File: config.mk
export PLATFORM = sky130hd
export DESIGN_NAME = fcbm_ctrl
export DESIGN_NICKNAME = d
export VERILOG_FILES = /design/src/design/fcbm_pkg.sv /design/src/design/fcbm_ctrl.sv
export SDC_FILE = /design/constraint.sdc
export NUM_CORES = 1
export LEC_CHECK = 0
export BUFFER_PORTS_ARGS = -buffer_cell sky130_fd_sc_hd__clkbuf_2
export CORE_ASPECT_RATIO = 1.25
export CORE_MARGIN = 1
export CORE_UTILIZATION = 35
export DETAILED_ROUTE_END_ITERATION = 10
export PLACE_DENSITY_LB_ADDON = 0.1
export SLEW_MARGIN = 20
export SYNTH_ARGS = -nofsm -noshare
export SYNTH_HDL_FRONTEND = slang
export SYNTH_SLANG_ARGS = --single-unit
File: constraint.sdc
create_clock -name i_clk -period 1.7 [get_ports i_clk]
set_input_delay 0.085 -clock i_clk [delete_from_list [all_inputs] [get_ports i_clk]]
set_output_delay 0.085 -clock i_clk [all_outputs]
set_load 0.03 [all_outputs]
File: src/design/fcbm_pkg.sv
// ----------------------------------------------------------------------------
// fcbm_pkg
// Shared types and constants of the block-chain allocation table manager.
// ----------------------------------------------------------------------------
package fcbm_pkg;

    localparam int MAX_BLOCKS = 1024;
    localparam int BLK_W      = 10;
    localparam int STEP_W     = BLK_W + 1;
    localparam int TB_W       = 11;
    localparam int RB_W       = 10;
    localparam int KEY_W      = 16;
    localparam int CFG_W      = 11;
    localparam int CFG_IDX_W  = 1;

    // configuration register indexes
    localparam logic [CFG_IDX_W-1:0] CFG_TOTAL    = 1'd0;
    localparam logic [CFG_IDX_W-1:0] CFG_RESERVED = 1'd1;

    // request codes
    localparam logic [2:0] FN_FORMAT = 3'd0;
    localparam logic [2:0] FN_CREATE = 3'd1;
    localparam logic [2:0] FN_APPEND = 3'd2;
    localparam logic [2:0] FN_DELETE = 3'd3;
    localparam logic [2:0] FN_CHECK  = 3'd4;
    localparam logic [2:0] FN_NEXT   = 3'd5;
    localparam logic [2:0] FN_REMOVE = 3'd6;
    localparam logic [2:0] FN_FIRST  = 3'd7;

    // status codes
    localparam logic [2:0] ST_OK       = 3'd0;
    localparam logic [2:0] ST_NOTFOUND = 3'd1;
    localparam logic [2:0] ST_NOSPACE  = 3'd2;
    localparam logic [2:0] ST_EXISTS   = 3'd3;
    localparam logic [2:0] ST_DIRFULL  = 3'd4;
    localparam logic [2:0] ST_NOTIN    = 3'd5;
    localparam logic [2:0] ST_EMPTY    = 3'd6;

    // datapath operations
    localparam logic [3:0] OP_NONE     = 4'd0;
    localparam logic [3:0] OP_FMT_INIT = 4'd1;
    localparam logic [3:0] OP_FMT_STEP = 4'd2;
    localparam logic [3:0] OP_LOAD     = 4'd3;
    localparam logic [3:0] OP_SCAN     = 4'd4;
    localparam logic [3:0] OP_CREATE   = 4'd5;
    localparam logic [3:0] OP_RD_HEAD  = 4'd6;
    localparam logic [3:0] OP_UNLINK   = 4'd7;
    localparam logic [3:0] OP_RD_N     = 4'd8;
    localparam logic [3:0] OP_ADV      = 4'd9;
    localparam logic [3:0] OP_LINK     = 4'd10;
    localparam logic [3:0] OP_WALK_INIT = 4'd11;
    localparam logic [3:0] OP_FIND_ADV = 4'd12;
    localparam logic [3:0] OP_DEL_LINK = 4'd13;
    localparam logic [3:0] OP_FREE_N   = 4'd14;
    localparam logic [3:0] OP_CLEAR    = 4'd15;

    // result value sources
    localparam logic [1:0] SEL_ZERO  = 2'd0;
    localparam logic [1:0] SEL_A     = 2'd1;
    localparam logic [1:0] SEL_RD    = 2'd2;
    localparam logic [1:0] SEL_FIRST = 2'd3;

    typedef struct packed {
        logic [2:0]       func;
        logic [KEY_W-1:0] file_key;
        logic [BLK_W-1:0] block_number;
    } t_in_item;

    typedef struct packed {
        logic [2:0]       status;
        logic [BLK_W-1:0] block_value;
    } t_out_item;

    typedef struct packed {
        logic [3:0] op;
        logic       res_en;
        logic [2:0] res_status;
        logic [1:0] res_sel;
        logic       publish;
    } t_cmd;

    typedef struct packed {
        logic [2:0] func;
        logic       scan_match;
        logic       scan_last;
        logic       hit;
        logic       has_free;
        logic       first_zero;
        logic       head_zero;
        logic       blk_zero;
        logic       n_zero;
        logic       n_eq_blk;
        logic       steps_done;
        logic       rd_zero;
        logic       fmt_last;
        logic       out_free;
    } t_stat;

endpackage

File: src/design/fcbm_ctrl.sv
// ----------------------------------------------------------------------------
// fcbm_ctrl
// Request sequencer: scan, dispatch, chain walks, format sweep, reply.
// ----------------------------------------------------------------------------
module fcbm_ctrl (
    input  logic            i_clk,
    input  logic            i_rst_n,
    input  logic            i_in_valid,
    output logic            o_in_stall,
    input  fcbm_pkg::t_stat i_stat,
    output fcbm_pkg::t_cmd  o_cmd
);
    import fcbm_pkg::*;

    localparam logic [3:0] S_FMT_INIT   = 4'd0;
    localparam logic [3:0] S_FMT        = 4'd1;
    localparam logic [3:0] S_IDLE       = 4'd2;
    localparam logic [3:0] S_SCAN       = 4'd3;
    localparam logic [3:0] S_DISP       = 4'd4;
    localparam logic [3:0] S_RESULT     = 4'd5;
    localparam logic [3:0] S_APP_UNLINK = 4'd6;
    localparam logic [3:0] S_APP_RD     = 4'd7;
    localparam logic [3:0] S_APP_EVAL   = 4'd8;
    localparam logic [3:0] S_FIND_TEST  = 4'd9;
    localparam logic [3:0] S_FIND_ADV   = 4'd10;
    localparam logic [3:0] S_NEXT_OUT   = 4'd11;
    localparam logic [3:0] S_DEL_LINK   = 4'd12;
    localparam logic [3:0] S_DEL_FREE   = 4'd13;
    localparam logic [3:0] S_REM_TEST   = 4'd14;
    localparam logic [3:0] S_REM_STEP   = 4'd15;

    logic [3:0] r_state, n_state;
    logic       r_reply, n_reply;

    always_comb begin
        n_state          = r_state;
        n_reply          = r_reply;
        o_cmd.op         = OP_NONE;
        o_cmd.res_en     = 1'b0;
        o_cmd.res_status = ST_OK;
        o_cmd.res_sel    = SEL_ZERO;
        o_cmd.publish    = 1'b0;
        unique case (r_state)
            S_FMT_INIT: begin
                o_cmd.op = OP_FMT_INIT;
                n_state  = S_FMT;
            end
            S_FMT: begin
                o_cmd.op = OP_FMT_STEP;
                if (i_stat.fmt_last) begin
                    n_state = r_reply ? S_RESULT : S_IDLE;
                    n_reply = 1'b0;
                end
            end
            S_IDLE: begin
                if (i_in_valid) begin
                    o_cmd.op = OP_LOAD;
                    n_state  = S_SCAN;
                end
            end
            S_SCAN: begin
                o_cmd.op = OP_SCAN;
                if (i_stat.scan_match || i_stat.scan_last) begin
                    n_state = S_DISP;
                end
            end
            S_DISP: begin
                o_cmd.res_en = 1'b1;
                n_state      = S_RESULT;
                priority if (i_stat.func == FN_FORMAT) begin
                    n_reply = 1'b1;
                    n_state = S_FMT_INIT;
                end else if (i_stat.func == FN_CREATE) begin
                    if (i_stat.hit) begin
                        o_cmd.res_status = ST_EXISTS;
                    end else if (i_stat.has_free) begin
                        o_cmd.op = OP_CREATE;
                    end else begin
                        o_cmd.res_status = ST_DIRFULL;
                    end
                end else if (!i_stat.hit) begin
                    o_cmd.res_status = ST_NOTFOUND;
                end else if (i_stat.func == FN_APPEND) begin
                    if (i_stat.head_zero) begin
                        o_cmd.res_status = ST_NOSPACE;
                    end else begin
                        o_cmd.res_en = 1'b0;
                        o_cmd.op     = OP_RD_HEAD;
                        n_state      = S_APP_UNLINK;
                    end
                end else if (i_stat.func == FN_REMOVE) begin
                    o_cmd.res_en = 1'b0;
                    o_cmd.op     = OP_WALK_INIT;
                    n_state      = S_REM_TEST;
                end else if (i_stat.func == FN_FIRST) begin
                    o_cmd.res_sel = SEL_FIRST;
                end else begin
                    // delete, check and next
                    if (i_stat.first_zero) begin
                        o_cmd.res_status = ST_EMPTY;
                    end else if (i_stat.blk_zero) begin
                        o_cmd.res_status = ST_NOTIN;
                    end else begin
                        o_cmd.res_en = 1'b0;
                        o_cmd.op     = OP_WALK_INIT;
                        n_state      = S_FIND_TEST;
                    end
                end
            end
            S_APP_UNLINK: begin
                o_cmd.op = OP_UNLINK;
                if (i_stat.first_zero) begin
                    o_cmd.res_en  = 1'b1;
                    o_cmd.res_sel = SEL_A;
                    n_state       = S_RESULT;
                end else begin
                    n_state = S_APP_RD;
                end
            end
            S_APP_RD: begin
                o_cmd.op = OP_RD_N;
                n_state  = S_APP_EVAL;
            end
            S_APP_EVAL: begin
                if (i_stat.rd_zero || i_stat.steps_done) begin
                    o_cmd.op      = OP_LINK;
                    o_cmd.res_en  = 1'b1;
                    o_cmd.res_sel = SEL_A;
                    n_state       = S_RESULT;
                end else begin
                    o_cmd.op = OP_ADV;
                    n_state  = S_APP_RD;
                end
            end
            S_FIND_TEST: begin
                if (i_stat.steps_done || i_stat.n_zero) begin
                    o_cmd.res_en     = 1'b1;
                    o_cmd.res_status = ST_NOTIN;
                    n_state          = S_RESULT;
                end else if (i_stat.n_eq_blk) begin
                    if (i_stat.func == FN_CHECK) begin
                        o_cmd.res_en = 1'b1;
                        n_state      = S_RESULT;
                    end else begin
                        o_cmd.op = OP_RD_N;
                        n_state  = (i_stat.func == FN_NEXT) ? S_NEXT_OUT : S_DEL_LINK;
                    end
                end else begin
                    o_cmd.op = OP_RD_N;
                    n_state  = S_FIND_ADV;
                end
            end
            S_FIND_ADV: begin
                o_cmd.op = OP_FIND_ADV;
                n_state  = S_FIND_TEST;
            end
            S_NEXT_OUT: begin
                o_cmd.res_en  = 1'b1;
                o_cmd.res_sel = SEL_RD;
                n_state       = S_RESULT;
            end
            S_DEL_LINK: begin
                o_cmd.op = OP_DEL_LINK;
                n_state  = S_DEL_FREE;
            end
            S_DEL_FREE: begin
                o_cmd.op     = OP_FREE_N;
                o_cmd.res_en = 1'b1;
                n_state      = S_RESULT;
            end
            S_REM_TEST: begin
                if (i_stat.steps_done || i_stat.n_zero) begin
                    o_cmd.op     = OP_CLEAR;
                    o_cmd.res_en = 1'b1;
                    n_state      = S_RESULT;
                end else begin
                    o_cmd.op = OP_RD_N;
                    n_state  = S_REM_STEP;
                end
            end
            S_REM_STEP: begin
                o_cmd.op = OP_FREE_N;
                n_state  = S_REM_TEST;
            end
            S_RESULT: begin
                if (i_stat.out_free) begin
                    o_cmd.publish = 1'b1;
                    n_state       = S_IDLE;
                end
            end
            default: begin
                n_state = S_IDLE;
            end
        endcase
    end

    always_ff @(posedge i_clk) begin
        if (!i_rst_n) begin
            r_state <= S_FMT_INIT;
            r_reply <= 1'b0;
        end else begin
            r_state <= n_state;
            r_reply <= n_reply;
        end
    end

    assign o_in_stall = (r_state != S_IDLE);

    a_accept_scans: assert property (@(posedge i_clk) disable iff (!i_rst_n)
        (r_state == S_IDLE && i_in_valid) |=> (r_state == S_SCAN))
        else $error("accepted request did not start the directory scan");

    a_publish_free: assert property (@(posedge i_clk) disable iff (!i_rst_n)
        o_cmd.publish |-> i_stat.out_free)
        else $error("result published over an unread result");

    a_read_nonzero: assert property (@(posedge i_clk) disable iff (!i_rst_n)
        (o_cmd.op == OP_RD_N) |-> !i_stat.n_zero)
        else $error("chain walk read at block zero");

    a_scan_holds: assert property (@(posedge i_clk) disable iff (!i_rst_n)
        (r_state == S_SCAN && !i_stat.scan_match && !i_stat.scan_last)
        |=> (r_state == S_SCAN))
        else $error("directory scan ended early");

endmodule

==> impl_metrics.sql <==
INSERT INTO impl_metrics (metric_group, metric, value, unit) VALUES
('route', 'drt.antenna.violating_nets', '0', ''),
('cts', 'tritoncts', 'done', ''),
('worst_hold_path', 'hold-path-cell-count', '3', ''),
('timing', 'period_minus_slack', '1.684', 'ns'),
('route', 'first_pass_iters', '4', ''),
('floorplanning', 'std_cell_rows', '22', ''),
('worst_hold_path', 'hp-class', 'input port to register', ''),
('synth', 'async_reset_ff_share', '0', '%'),
('floorplanning', 'initial_core_util', '37.12', '%'),
('route', 'post-route-drc-count', '0', ''),
('cts', 'cts_root_buf', 'sky130_fd_sc_hd__clkbuf_4', ''),
('timing', 'hold_viol_final', '0', ''),
('global_route', 'grt.total_usage', '25.20', '%'),
('worst_setup_path', 'required', '1.62', 'ns'),
('finish', 'layoutNonFillerInstCount', '248', ''),
('worst_setup_path', 'setup.worst_path.start_class', 'register', ''),
('job', 'timing.max_cap.violations', '0', ''),
('worst_setup_path', 'worst_reg2reg_path_endpoint', 'r_state[1]', ''),
('global_route', 'grt_pass1_vias', '1432', ''),
('global_route', 'grt_antenna_before_repair', '0', ''),
('finish', 'layout.filler_cells', '320', ''),
('route', 'routed_wl', '4.038', 'mm'),
('synth', 'yosysSeqAreaShare', '9.070', '%'),
('synth', 'yosysWarnings', '0', ''),
('finish', 'drive_gt1_share', '36.32', '%'),
('synth', 'synth_flop_cell', 'sky130_fd_sc_hd__dfxtp_1', ''),
('placed_design', 'place.port_buffers', '30', ''),
('worst_setup_path', 'count_of_cells_along_the_worst_register_to_register_path', '6', ''),
('worst_setup_path', 'critical_path_peak_fanout', '5', ''),
('timing', 'finalSetupViolations', '0', ''),
('route', 'detail_route.iter0.violations', '38', ''),
('finish', 'layout-area-overhead-vs-synth', '40.25', '%'),
('timing', 'timing.fmax', '0.5938', 'GHz'),
('route', 'avgRoutedWirePerCell', '16.28', 'um'),
('floorplanning', 'die_area', '3383', 'um2'),
('floorplanning', 'io-pin-count', '31', ''),
('power', 'pwr_density_cell', '344.9', 'nW/um2'),
('synth', 'synth.net_count', '194', ''),
('placed_design', 'placed_cells', '242', ''),
('worst_setup_path', 'timing.critical_path.to', 'o_cmd[9]', ''),
('cts', 'cts.sinks', '5', ''),
('route', 'detailroute.via_count', '1529', ''),
('synth', 'post_synth_instance_area', '1104', 'um2'),
('route', 'vias_per_cell', '6.165', ''),
('floorplanning', 'die_height', '64.78', 'um'),
('synth', 'syn_area_per_cell', '6.306', 'um2'),
('placed_design', 'gp_routability_congestion', '0.9282', ''),
('finish', 'finalNetCount', '232', ''),
('floorplanning', 'fp.dieW', '52.23', 'um'),
('placed_design', 'hpwl_after_dpl', '3.013', 'mm'),
('timing', 'timing.hold.ws', '0.1251', 'ns'),
('floorplanning', 'core_region_area', '2973', 'um2'),
('cts', 'htreeDepth', '1', ''),
('timing', 'tightest_slew', '0.5599', 'ns'),
('placed_design', 'dp_slack', '0.1284', 'ns'),
('cts', 'clock_insertion_delay_worst_skew', '0.25', 'ns'),
('run_status', 'run_status', 'complete, no violations', ''),
('synth', 'synth_cells', '175', ''),
('cts', 'cts_buffers', '3', ''),
('global_route', 'grt_pass1_wl', '6.561', 'mm'),
('finish', 'antenna-diode-count', '0', ''),
('cts', 'cts-root-to-sink-buffers', '2', ''),
('finish', 'layout.cells.most_common', 'sky130_fd_sc_hd__nor2_1', ''),
('timing', 'grt_setup_unrepaired', 'true', ''),
('finish', 'layout_common_cells', '22 x sky130_fd_sc_hd__nor2_1, 21 x sky130_fd_sc_hd__clkbuf_2, 21 x sky130_fd_sc_hd__buf_4', ''),
('worst_setup_path', 'criticalPathCategory', 'register to output pin', ''),
('timing', 'slew-limit-headroom', '62.39', '%'),
('synth', 'postSynthRegisterBits', '5', ''),
('cts', 'clk_pin_slew', '0.04', 'ns'),
('synth', 'post_synth_num_cell_types', '52', ''),
('timing', 'number_of_max_slew_violations_in_the_final_report', '0', '');
## timing repair
| item | 4_1_cts | 5_1_grt |
|---|---|---|
| gates cloned | 0 | 0 |
| setup buffers | 1 | 1 |
| endpoints found under the setup margin | 8 | 9 |
| pin swaps | 2 | 6 |
| gates resized for setup | 23 | 24 |
## per-layer routing
layer  global-route usage, %  vias up  share of wire, %
met1                   28.81      722                40
met3                   4.930       16               5.4
met2                   43.91       59                51
li1                        -      732                 -
met4                   11.18        0               2.8
met5                       0        -                 0
## worst max-delay path, cell delays in order, from the launching register on
cell                       delay (ns)
sky130_fd_sc_hd__dfxtp_2         0.33
sky130_fd_sc_hd__nand2b_4        0.16
sky130_fd_sc_hd__or3_4           0.42
sky130_fd_sc_hd__o41ai_2         0.23
sky130_fd_sc_hd__buf_4           0.21
## state kept, by name (all words and copies together) (netlist names)
name and flops:
r_state 4, r_reply 1
## per-stage QoR
step	instance area, um2	setup TNS, ns
finish	1548	0
global route	1548	-0.1289
CTS	1474	-0.004221
detailed placement	1373	0
global placement	1373	0
floorplan	1111	0
## layout make-up
class	count	area (um2)	share of cell area [%]
Clock buffer	4	26.28	1.698
Tap cell	36	45.04	2.910
Multi-Input combinational cell	152	1005	64.92
Timing Repair Buffer	49	354.1	22.88
Inverter	2	7.507	0.4850
Sequential cell	5	110.1	7.114
## cells by family after synthesis
family,after synthesis,share of synthesized area (%)
AO/OA/AOI/OAI,65,40.82
flip-flops,5,9.071
AND/OR/NAND/NOR,87,42.75
buffers and inverters,18,7.370
## worst min-delay path by stage
stage	start	to	slack, ns
6_report	i_rst_n	r_state[0]	0.13
2_1_floorplan	i_rst_n	r_state[0]	0.22
3_5_place_dp	i_rst_n	r_state[0]	0.37
4_1_cts	i_rst_n	r_state[0]	0.11
3_3_place_gp	i_rst_n	r_state[1]	0.38
5_1_grt	i_rst_n	r_state[0]	0.12
## cell usage after synthesis (2+ instances only)
cell	number	area, um2
sky130_fd_sc_hd__o211ai_1	7	52.55
sky130_fd_sc_hd__a31oi_1	3	18.77
sky130_fd_sc_hd__o21ai_0	18	90.09
sky130_fd_sc_hd__nand3_1	5	25.02
sky130_fd_sc_hd__a32oi_1	2	17.52
sky130_fd_sc_hd__nor2_1	24	90.09
sky130_fd_sc_hd__and3_1	2	12.51
sky130_fd_sc_hd__or2_2	2	12.51
sky130_fd_sc_hd__a22oi_1	3	22.52
sky130_fd_sc_hd__nor3_1	4	20.02
sky130_fd_sc_hd__o21a_1	5	37.54
sky130_fd_sc_hd__nand3b_1	2	15.01
sky130_fd_sc_hd__a21oi_1	9	45.04
sky130_fd_sc_hd__nand4_1	3	18.77
sky130_fd_sc_hd__nand4b_1	3	26.28
sky130_fd_sc_hd__inv_1	2	7.510
sky130_fd_sc_hd__nand2_1	17	63.81
sky130_fd_sc_hd__buf_2	10	50.05
sky130_fd_sc_hd__nor4b_1	2	17.52
sky130_fd_sc_hd__nor2b_1	7	43.79
sky130_fd_sc_hd__nand2b_1	6	37.54
sky130_fd_sc_hd__dfxtp_1	5	100.1
sky130_fd_sc_hd__clkbuf_1	5	18.77
## power by group
group / internal [mW] / switching (mW) / leakage, nW
clock network: 0.0890 / 0.0527 / 0.0150
registers: 0.121 / 0.00781 / 0.0430
logic: 0.110 / 0.154 / 0.560
Power figures use the tool's default switching activity.
